--- config.mk ---
export PLATFORM = sky130hd
export DESIGN_NAME = bf16_exponent_split_packer_top
export DESIGN_NICKNAME = d
export VERILOG_FILES = /design/src/sv/bf16esp_pkg.sv /design/src/sv/bf16_exponent_split_packer_top.sv
export SDC_FILE = /design/constraint.sdc
export NUM_CORES = 1
export LEC_CHECK = 0
export BUFFER_PORTS_ARGS = -buffer_cell sky130_fd_sc_hd__buf_2
export CORE_ASPECT_RATIO = 0.9
export CORE_MARGIN = 1.5
export CORE_UTILIZATION = 50
export CTS_BUF_LIST = sky130_fd_sc_hd__clkbuf_4 sky130_fd_sc_hd__clkbuf_8
export DETAILED_ROUTE_END_ITERATION = 10
export HOLD_SLACK_MARGIN = 0.05
export PLACE_DENSITY = 0.68
export SETUP_SLACK_MARGIN = 0.5
export SLEW_MARGIN = 20
export SYNTH_ARGS = -nofsm -noshare
export SYNTH_HDL_FRONTEND = slang
export SYNTH_SLANG_ARGS = --single-unit
--- constraint.sdc ---
create_clock -name clock -period 12.2 [get_ports clock]
set_input_delay 3.66 -clock clock [delete_from_list [all_inputs] [get_ports clock]]
set_output_delay 3.66 -clock clock [all_outputs]
set_load 0.03 [all_outputs]
--- src/sv/bf16esp_pkg.sv ---
// ----------------------------------------------------------------------------
// bf16esp_pkg
// Shared types and constants of the BF16 exponent-split packer.
// ----------------------------------------------------------------------------
package bf16esp_pkg;

   // Configuration register indexes
   localparam logic [2:0] CSR_CODES_LOW  = 3'd0;
   localparam logic [2:0] CSR_CODES_HIGH = 3'd1;
   localparam logic [2:0] CSR_CODES_USED = 3'd2;
   localparam logic [2:0] CSR_ROW_LENGTH = 3'd3;
   localparam logic [2:0] CSR_MARKER     = 3'd4;

   // Result kinds
   localparam logic [1:0] KIND_WORD  = 2'd0;
   localparam logic [1:0] KIND_PATCH = 2'd1;
   localparam logic [1:0] KIND_COUNT = 2'd2;

   localparam logic [15:0] MAX_ROW_LENGTH = 16'd65535;
   localparam logic [30:0] PATCH_TOTAL_MAX = 31'h7FFF_FFFF;

   localparam int NUM_CODES   = 15;
   localparam int MAX_RESULTS = 4;
   localparam int WORD_BITS   = 32;
   localparam int UNIT_BITS   = 12;

   typedef struct packed {
      logic [15:0] value;
      logic        last;
   } req_type;

   typedef struct packed {
      logic [1:0]         kind;
      logic [31:0]        packed_word;
      logic [15:0]        patch_column;
      logic [15:0]        patch_correct;
      logic signed [15:0] patch_wrong;
      logic [30:0]        row_offset;
      logic               final_res;
   } rsp_type;

endpackage

--- src/sv/bf16_exponent_split_packer_top.sv ---
// Flow: a request enters the input register, then its results are loaded into a
// four-entry result buffer once it is free, and leave one per cycle while not stalled.
// Throughput: one request per cycle while each request yields at most one result
// and rsp_stall is low; a request with n results (0 to 4) holds the buffer until all leave.
// Reset (synchronous, active high) clears the pack state, the buffers and the
// configuration registers to their documented defaults; no clearing pass.
// ----------------------------------------------------------------------------
// bf16_exponent_split_packer_top
// Maps each BF16 exponent onto a 4-bit table code, packs 12-bit units into
// 32-bit words and emits patch entries and per-row patch counts.
// ----------------------------------------------------------------------------
module bf16_exponent_split_packer_top (
   input  logic                 clock,
   input  logic                 reset,
   // request channel
   input  logic                 req_valid,
   output logic                 req_stall,
   input  bf16esp_pkg::req_type req_data,
   // result channel
   output logic                 rsp_valid,
   input  logic                 rsp_stall,
   output bf16esp_pkg::rsp_type rsp_data,
   // configuration write channel
   input  logic                 csr_valid,
   output logic                 csr_ready,
   input  logic [2:0]           csr_index,
   input  logic [63:0]          csr_data
);
   import bf16esp_pkg::*;

   // ---------------------------------------------------------------------
   // Configuration registers. Writes are expected only while the block
   // is idle; a write takes effect from the next cycle.
   // ---------------------------------------------------------------------
   logic [63:0]        codes_low_ff,  codes_low_in;
   logic [55:0]        codes_high_ff, codes_high_in;
   logic [3:0]         codes_used_ff, codes_used_in;
   logic [15:0]        row_length_ff, row_length_in;
   logic signed [15:0] marker_ff,     marker_in;

   assign csr_ready = 1'b1;

   always_comb begin
      codes_low_in  = codes_low_ff;
      codes_high_in = codes_high_ff;
      codes_used_in = codes_used_ff;
      row_length_in = row_length_ff;
      marker_in     = marker_ff;
      if (csr_valid && csr_ready) begin
         unique case (csr_index)
            CSR_CODES_LOW:  codes_low_in  = csr_data;
            CSR_CODES_HIGH: codes_high_in = csr_data[55:0];
            CSR_CODES_USED: codes_used_in = csr_data[3:0];
            CSR_ROW_LENGTH: row_length_in = csr_data[15:0];
            CSR_MARKER:     marker_in     = csr_data[15:0];
            default: ;      // unmapped index: ignored
         endcase
      end
   end

   always_ff @(posedge clock) begin
      if (reset) begin
         codes_low_ff  <= '0;
         codes_high_ff <= '0;
         codes_used_ff <= '0;
         row_length_ff <= 16'd1;
         marker_ff     <= '0;
      end else begin
         codes_low_ff  <= codes_low_in;
         codes_high_ff <= codes_high_in;
         codes_used_ff <= codes_used_in;
         row_length_ff <= row_length_in;
         marker_ff     <= marker_in;
      end
   end

   // ---------------------------------------------------------------------
   // Input register. It takes a request whenever it is empty or its
   // content moves into the result buffer in the same cycle, so a new
   // request is taken while results of the previous one still wait.
   // ---------------------------------------------------------------------
   logic    in_valid_ff, in_valid_in;
   req_type in_data_ff,  in_data_in;
   logic    load;       // input register content is processed this cycle
   logic    req_take;
   logic    rsp_take;

   logic [2:0] rsp_cnt_ff, rsp_cnt_in;
   rsp_type    slot_ff [MAX_RESULTS];
   rsp_type    slot_in [MAX_RESULTS];

   assign rsp_take  = rsp_valid && !rsp_stall;
   // buffer is free when empty, or when its final entry leaves now
   assign load      = in_valid_ff &&
                      ((rsp_cnt_ff == 3'd0) || ((rsp_cnt_ff == 3'd1) && rsp_take));
   assign req_stall = in_valid_ff && !load;
   assign req_take  = req_valid && !req_stall;

   always_comb begin
      in_valid_in = in_valid_ff;
      in_data_in  = in_data_ff;
      if (req_take) begin
         in_valid_in = 1'b1;
         in_data_in  = req_data;
      end else if (load) begin
         in_valid_in = 1'b0;
      end
   end

   always_ff @(posedge clock) begin
      if (reset) begin
         in_valid_ff <= 1'b0;
      end else begin
         in_valid_ff <= in_valid_in;
      end
      in_data_ff <= in_data_in;
   end

   // ---------------------------------------------------------------------
   // Exponent table lookup: 15 parallel compares, lowest code wins.
   // ---------------------------------------------------------------------
   logic [119:0] code_table;
   logic [7:0]   exponent;
   logic [3:0]   code;

   assign code_table = {codes_high_ff, codes_low_ff};
   assign exponent   = in_data_ff.value[14:7];

   always_comb begin
      code = '0;
      for (int c = NUM_CODES; c >= 1; c--) begin
         if ((4'(c) <= codes_used_ff) && (code_table[8*(c-1) +: 8] == exponent)) begin
            code = 4'(c);
         end
      end
   end

   // ---------------------------------------------------------------------
   // Pack state and the per-request result set
   // ---------------------------------------------------------------------
   logic [31:0] partial_ff, partial_in;
   logic [4:0]  fill_ff,    fill_in;
   logic [15:0] column_ff,  column_in;
   logic [30:0] total_ff,   total_in;

   logic [11:0] unit;
   logic [43:0] acc;
   logic        word_full;
   logic [31:0] new_partial;
   logic [4:0]  new_fill;
   logic        escaped;
   logic [30:0] new_total;
   logic [15:0] eff_len;
   logic [16:0] column_next;
   logic        row_end;
   logic [2:0]  n_res;
   rsp_type     new_slot [MAX_RESULTS];
   rsp_type     blank;

   assign unit      = {in_data_ff.value[15], code, in_data_ff.value[6:0]};
   assign acc       = {12'd0, partial_ff} | ({32'd0, unit} << fill_ff);
   assign word_full = ({1'b0, fill_ff} + 6'(UNIT_BITS)) >= 6'(WORD_BITS);
   assign new_partial = word_full ? {20'd0, acc[43:32]} : acc[31:0];
   assign new_fill    = word_full ? 5'(fill_ff + 5'(UNIT_BITS))      // wraps past 32
                                  : fill_ff + 5'(UNIT_BITS);
   assign escaped   = (code == 4'd0);
   assign new_total = (escaped && (total_ff != PATCH_TOTAL_MAX)) ? total_ff + 31'd1
                                                                  : total_ff;
   // zero-length rows count as length one
   assign eff_len     = (row_length_ff == 16'd0) ? 16'd1 :
                        (row_length_ff > MAX_ROW_LENGTH) ? MAX_ROW_LENGTH : row_length_ff;
   assign column_next = {1'b0, column_ff} + 17'd1;
   assign row_end     = column_next >= {1'b0, eff_len};

   always_comb begin
      blank = '0;
      n_res = '0;
      for (int i = 0; i < MAX_RESULTS; i++) begin
         new_slot[i] = blank;
      end
      if (word_full) begin
         new_slot[n_res[1:0]].kind        = KIND_WORD;
         new_slot[n_res[1:0]].packed_word = acc[31:0];
         n_res = n_res + 3'd1;
      end
      if (in_data_ff.last && (new_fill != 5'd0)) begin
         new_slot[n_res[1:0]].kind        = KIND_WORD;
         new_slot[n_res[1:0]].packed_word = new_partial;
         n_res = n_res + 3'd1;
      end
      if (escaped) begin
         new_slot[n_res[1:0]].kind          = KIND_PATCH;
         new_slot[n_res[1:0]].patch_column  = column_ff;
         new_slot[n_res[1:0]].patch_correct = in_data_ff.value;
         new_slot[n_res[1:0]].patch_wrong   = marker_ff;
         n_res = n_res + 3'd1;
      end
      if (row_end || in_data_ff.last) begin
         new_slot[n_res[1:0]].kind       = KIND_COUNT;
         new_slot[n_res[1:0]].row_offset = new_total;
         n_res = n_res + 3'd1;
      end
      // tag the closing result of this request
      if (n_res != 3'd0) begin
         new_slot[2'(n_res - 3'd1)].final_res = 1'b1;
      end
   end

   always_comb begin
      partial_in = partial_ff;
      fill_in    = fill_ff;
      column_in  = column_ff;
      total_in   = total_ff;
      if (load) begin
         if (in_data_ff.last) begin
            partial_in = '0;
            fill_in    = '0;
            column_in  = '0;
            total_in   = '0;
         end else begin
            partial_in = new_partial;
            fill_in    = new_fill;
            column_in  = row_end ? 16'd0 : column_next[15:0];
            total_in   = new_total;
         end
      end
   end

   always_ff @(posedge clock) begin
      if (reset) begin
         partial_ff <= '0;
         fill_ff    <= '0;
         column_ff  <= '0;
         total_ff   <= '0;
      end else begin
         partial_ff <= partial_in;
         fill_ff    <= fill_in;
         column_ff  <= column_in;
         total_ff   <= total_in;
      end
   end

   // ---------------------------------------------------------------------
   // Result buffer: up to four entries, head at slot 0, shifts on pop.
   // A load only happens once the buffer drains, so it simply overwrites.
   // ---------------------------------------------------------------------
   always_comb begin
      rsp_cnt_in = rsp_cnt_ff;
      for (int i = 0; i < MAX_RESULTS; i++) begin
         slot_in[i] = slot_ff[i];
      end
      if (load) begin
         rsp_cnt_in = n_res;
         for (int i = 0; i < MAX_RESULTS; i++) begin
            slot_in[i] = new_slot[i];
         end
      end else if (rsp_take) begin
         rsp_cnt_in = rsp_cnt_ff - 3'd1;
         for (int i = 0; i < MAX_RESULTS - 1; i++) begin
            slot_in[i] = slot_ff[i+1];
         end
      end
   end

   always_ff @(posedge clock) begin
      if (reset) begin
         rsp_cnt_ff <= '0;
      end else begin
         rsp_cnt_ff <= rsp_cnt_in;
      end
      for (int i = 0; i < MAX_RESULTS; i++) begin
         slot_ff[i] <= slot_in[i];
      end
   end

   assign rsp_valid = (rsp_cnt_ff != 3'd0);
   assign rsp_data  = slot_ff[0];

   // ---------------------------------------------------------------------
   // Assertions
   // ---------------------------------------------------------------------
   a_buffer_bound: assert property (@(posedge clock) disable iff (reset)
      rsp_cnt_ff <= 3'(MAX_RESULTS))
      else $error("result buffer count out of range");

   a_fill_aligned: assert property (@(posedge clock) disable iff (reset)
      (fill_ff[1:0] == 2'b00) && (fill_ff <= 5'd28))
      else $error("fill level not a multiple of four");

   a_partial_clean: assert property (@(posedge clock) disable iff (reset)
      (partial_ff >> fill_ff) == 32'd0)
      else $error("partial word holds bits above fill level");

   a_column_bound: assert property (@(posedge clock) disable iff (reset)
      column_ff != 16'hFFFF)
      else $error("column counter passed the longest row");

   a_hold_when_busy: assert property (@(posedge clock) disable iff (reset)
      (in_valid_ff && !load) |=> (in_valid_ff && $stable(in_data_ff)))
      else $error("pending request lost while buffer busy");

   a_last_closes: assert property (@(posedge clock) disable iff (reset)
      (rsp_valid && (rsp_cnt_ff == 3'd1)) |-> rsp_data.final_res)
      else $error("last buffered result not tagged final");

endmodule
Word level (Yosys, flattened, before mapping)
Memory sizes are Yosys's and may differ from the RTL's. Index checks and enable logic that the tools add are counted.

Flip-flop bits (word level): 261. Memory bits (writable): 456. Output and inout port bits: 117. Word-level logic and storage cells: 188. Memories: 1.

Memory list: slot_ff (words 4, width 114, read ports 4, clocked after memory_dff 0, write ports 4, line bf16_exponent_split_packer_top.sv:89) `rsp_type slot_ff [MAX_RESULTS];`.

Add/subtract/negate cells: 9. $lt $le $gt $ge: 26. Eq/ne operators: 21. Shift-type cells: 1. Mux-type cells: 67. Bitwise logic cells: 5. Reduce and logical (&&, ||, !) cells: 45.

Operators with widths (count): $bwmux W456 (9); $demux W114 S2 (9); $mux W456 (4); $mux W342 (2); $mux W114 (4); $mux W32 (4); $eq A8 B8 Y1 (15); $mux W112 (1); $mux W80 (1); $mux W16 (4); $mux W64 (1); $mux W31 (2); $mux W4 (15); $mux W48 (1); $or A32 B44 Y44 (1); $shl A12 B5 Y44 (1); $le A4 B4 Y1 const A (8); $add A31 B1 Y31 const B (1); $ne A31 B31 Y1 const B (1); $logic_and A1 B1 Y1 (26); $add A16 B1 Y17 const B (1); $ge A17 B16 Y1 (1); $gt A16 B16 Y1 const B (1); $le A3 B4 Y1 const A (4); other kinds (26) (57).

Logic depth before layout (Yosys ltp)
Depth in word-level cells: 34. Mapped depth: 20.

Least setup slack after synthesis
No wires, ideal clock.

Kind: in2reg. From: in rsp_stall. To: mem slot_ff[0][0] (netlist name), enable pin. Library setup time: 544 ps. Arrival: 10809 ps. Path slack: 847 ps. Stages: 8. Path buffers: 2. Cell sequence: inv_1 -> a21oi_1 -> nor2_1 -> nand2_1 -> inv_1 -> clkbuf_1 -> clkbuf_1 -> or2_2.

RTL lines: from (decl) (line bf16_exponent_split_packer_top.sv:21) `input logic rsp_stall,`; to (decl) (line bf16_exponent_split_packer_top.sv:89).

Final worst setup path
From: in rsp_stall. To: out req_stall.

Longest elaborated chain between the ends: 7.

RTL lines: $logic_not A1 Y1 (line bf16_exponent_split_packer_top.sv:92) `assign rsp_take = rsp_valid && !rsp_stall;`; $logic_and A1 B1 Y1 (line bf16_exponent_split_packer_top.sv:92); $logic_and A1 B1 Y1 (line bf16_exponent_split_packer_top.sv:95) `((rsp_cnt_ff == 3'd0) || ((rsp_cnt_ff == 3'd1) && rsp_take));`; $logic_or A1 B1 Y1 (line bf16_exponent_split_packer_top.sv:95); $logic_and A1 B1 Y1 (line bf16_exponent_split_packer_top.sv:94) `assign load = in_valid_ff &&`; $logic_not A1 Y1 (line bf16_exponent_split_packer_top.sv:96) `assign req_stall = in_valid_ff && !load;`; $logic_and A1 B1 Y1 (line bf16_exponent_split_packer_top.sv:96); to (decl) (line bf16_exponent_split_packer_top.sv:17) `output logic req_stall,`.

No other way between the ends.

==> summary.txt <==
Timing
  – Number of pins exceeding their max-slew limit in the final report: 0
  – Clock Skews: 28.12 ps
  – Slew Limit Headroom: 25.67%
  – RSZ-0062 raised after global routing: false
  – Number of setup violations in the final report: 0
  – Worst path setup slack after routing: 4201 ps
  – Number of hold violations in the final report: 0
  – Worst Max-Slew Pin Slew: 1106 ps
  – Achievable frequency: 0.1250 GHz
  – Final worst-path cycle share: 65.57%
  – Accumulated negative setup slack: 0 ps
  – Post-layout min period: 7999 ps

Synth
  – Number of synthesis warnings: 0
  – Async SR Flop Fraction: 0%
  – Post-synth EDFFs: 409
  – Most used flip-flop cell after synthesis: sky130_fd_sc_hd__edfxtp_1
  – Synth Cell Area: 29210 um2
  – Count of mapped cells out of synthesis: 2920
  – Seq/Total Area, Yosys: 58.64%
  – Library cell with the largest summed area after synthesis: sky130_fd_sc_hd__edfxtp_1
  – Top-count cell post-synth: sky130_fd_sc_hd__nand2_1
  – Synthesized flop and latch total: 651
  – Post-Syn Area per Cell: 10.00 um2
  – Share of the synthesized area in the top cell type: 42.05%
  – Top cells by area in the synthesized netlist: sky130_fd_sc_hd__edfxtp_1 (42%), sky130_fd_sc_hd__dfxtp_1 (17%), sky130_fd_sc_hd__nand2_1 (9.1%), sky130_fd_sc_hd__a21oi_1 (4.4%), sky130_fd_sc_hd__o21ai_0 (3.7%)
  – Commonest cells post-synth: sky130_fd_sc_hd__nand2_1 (708), sky130_fd_sc_hd__edfxtp_1 (409), sky130_fd_sc_hd__a21oi_1 (254)
  – Number of distinct library cells after synthesis: 75

CTS
  – TritonCTS buffer count: 108
  – Worst-case clock buffer depth: 3
  – H-tree lvl count: 3
  – CTS sink cnt: 651
  – Post-CTS Repair Setup Buffers: 0
  – Hold Buf Count CTS: 0
  – Root buffer selected by CTS: sky130_fd_sc_hd__clkbuf_8
  – Clock tree from TritonCTS: done
  – Worst-skew pair later-pin latency: 720 ps
  – Post-cts repair resize count: 0
  – Clk pin slew, worst setup/hold paths: 60 ps

Critical path
  – Data required time at the worst endpoint: 8540 ps
  – Critical Setup Path Class: in -> out
  – Type of element capturing the critical path: output port
  – Critical path fanouts, max: 2
  – Arrival time at the worst endpoint: 4340 ps
  – Startpoint Class: input port

Place
  – Post-detailed-placement half-perimeter wirelength: 46100 um
  – Count of input and output buffers: 204
  – Pre-CTS setup slack: 4193 ps
  – Global placement routability congestion: 0.8528

Job
  – Number of maximum-capacitance constraint violations: 0

Detailed routing
  – Post-route antenna net violation count: 0
  – First drt pass iteration count: 5
  – Detail-routed net length per standard cell: 18.46 um
  – Vias per inst: 5.655
  – Iteration-0 DRC count of the detailed router: 2110
  – Number of vias after detailed routing: 22308
  – Post-route DRC: 0
  – Total length of routed wires: 72830 um

Global routing
  – Number of antenna violations at the first check in global routing: 14
  – Total routing resource utilization after global routing: 24.07%
  – Total overflow reported by the global router: 0
  – Largest net degree at the start of global routing: 195
  – First-pass GRT wire length: 115100 um
  – Vias in the first global route: 20928

Floorplan
  – Die Span X: 257.8 um
  – Height of the die: 232.3 um
  – Ports: 206
  – Initial core utilization: 50.86%
  – Die Area: 59880 um2
  – Placeable core area: 57430 um2
  – Row Count: 83

Layout
  – Fraction of layout cells with a size suffix above 1: 13.89%
  – Layout-stage area growth over the synthesis result: 12.39%
  – Number of nets in the finished design: 3205
  – Utilization of the core after routing: 57.16%

Power and ir drop
  – Leak pwr: 12.04 nW
  – Maximum resistive drop on vdd: 0.2699 mV
  – Power per cell area: 220.3 nW/um2

Outcome
  – Outcome: finished clean

Hold path
  – Worst Hold Class: reg -> reg
## final timing paths
kind,startpoint,to,slack [ps],depth (start not counted)
worst min register to register,partial_ff[10]$_SDFFE_PP0P_,partial_ff[10]$_SDFFE_PP0P_,470,2
worst min-delay path,partial_ff[10]$_SDFFE_PP0P_,partial_ff[10]$_SDFFE_PP0P_,470,2
worst max register to register,exponent[0]$_DFFE_PP_,slot_ff[0][21]$_DFFE_PP_,7130,12
worst max-delay path,rsp_stall,req_stall,4200,6
## final cells by class
class	instances	area, um2
diodes	5	12.51
clock buffers	166	1978
flip-flops and latches	651	17130
repair buffers	237	1295
fillers	4973	24600
clock inverters	35	201.4
well taps	765	957.2
multi-input cells	2042	11090
inverters	44	170.2
## flip-flops by register name, summed over array words and instances, names as in the netlist
signal         cells
column_ff         16
codes_used_ff      4
codes_high_ff     56
total_ff          31
partial_ff        32
fill_ff            3
exponent           8
in_valid_ff        1
rsp_cnt_ff         3
codes_low_ff      64
in_data_ff         9
slot_ff          392
row_length_ff     16
marker_ff         16
## stage by stage
stage / std cells / area (um2) / hold slack [ps] / power (mW)
floorplan: 2943 / 29290 / 435.5 / 4.838
global placement: 3738 / 30610 / 444.2 / 5.302
detailed placement: 3739 / 30630 / 450.6 / 5.372
CTS: 3940 / 32810 / 459.2 / 7.299
global route: 3944 / 32820 / 482.3 / 7.613
finish: 3945 / 32830 / 465.3 / 7.233
## placed cells by master, fill, tap and decap left out, drive strengths merged, types with 6 or more instances in the layout
cell / netlist / final
inv: 44 / 45
nand3: 48 / 48
nand2b: 10 / 10
mux2i: 16 / 16
a21oi: 254 / 254
o21ai: 220 / 220
o211ai: 6 / 6
and3: 25 / 25
or4: 7 / 7
a31oi: 12 / 12
o31ai: 96 / 96
and2: 59 / 59
clkinv: 0 / 28
xnor2: 90 / 90
a22o: 12 / 12
conb: 2 / 25
and4: 11 / 11
nor4: 21 / 21
nor3: 31 / 31
a22oi: 17 / 17
nor2b: 10 / 10
nand2: 708 / 708
or3: 27 / 27
clkbuf: 164 / 166
edfxtp: 409 / 409
nor2: 121 / 121
buf: 42 / 237
ha: 32 / 32
nand4: 32 / 32
xor2: 78 / 78
dfxtp: 242 / 242
nand3b: 6 / 6
## report_power, final
part / total (mW) / internal, mW / switching (mW)
clock: 1.91 / 1.05 / 0.862
combinational: 1.90 / 0.458 / 1.45
sequential: 3.41 / 3.22 / 0.190
total: 7.23 / 4.74 / 2.50
## per-layer routing
metal / vias up / share of wire, % / wire, um / global-route usage [%]
li1: 10628 / - / - / -
met1: 10663 / 45 / 32810 / 34.82
met2: 855 / 45 / 32640 / 36.59
met3: 146 / 7.9 / 5766 / 4.868
met4: 16 / 2.1 / 1515 / 7.036
met5: - / 0.13 / 95 / 0
## worst max-delay path, stage by stage
cell and delay [ps]:
sky130_fd_sc_hd__buf_2 70, sky130_fd_sc_hd__inv_1 40, sky130_fd_sc_hd__a21oi_1 170, sky130_fd_sc_hd__o21ai_0 120, sky130_fd_sc_hd__inv_1 80, sky130_fd_sc_hd__buf_2 190
## kinds of logic (layout without fill, tap and decap cells)
group	after synthesis	after routing	share of synthesized area (%)
other cells	2	30	0.02571
buf+inv	250	482	3.813
xor+xnor	168	168	5.038
fa+ha+maj	32	32	1.371
mux	16	16	0.5483
flops	651	651	58.64
simple gates	1126	1126	17.02
compound gates	675	675	13.55
(Power assumes the default switching activity.)
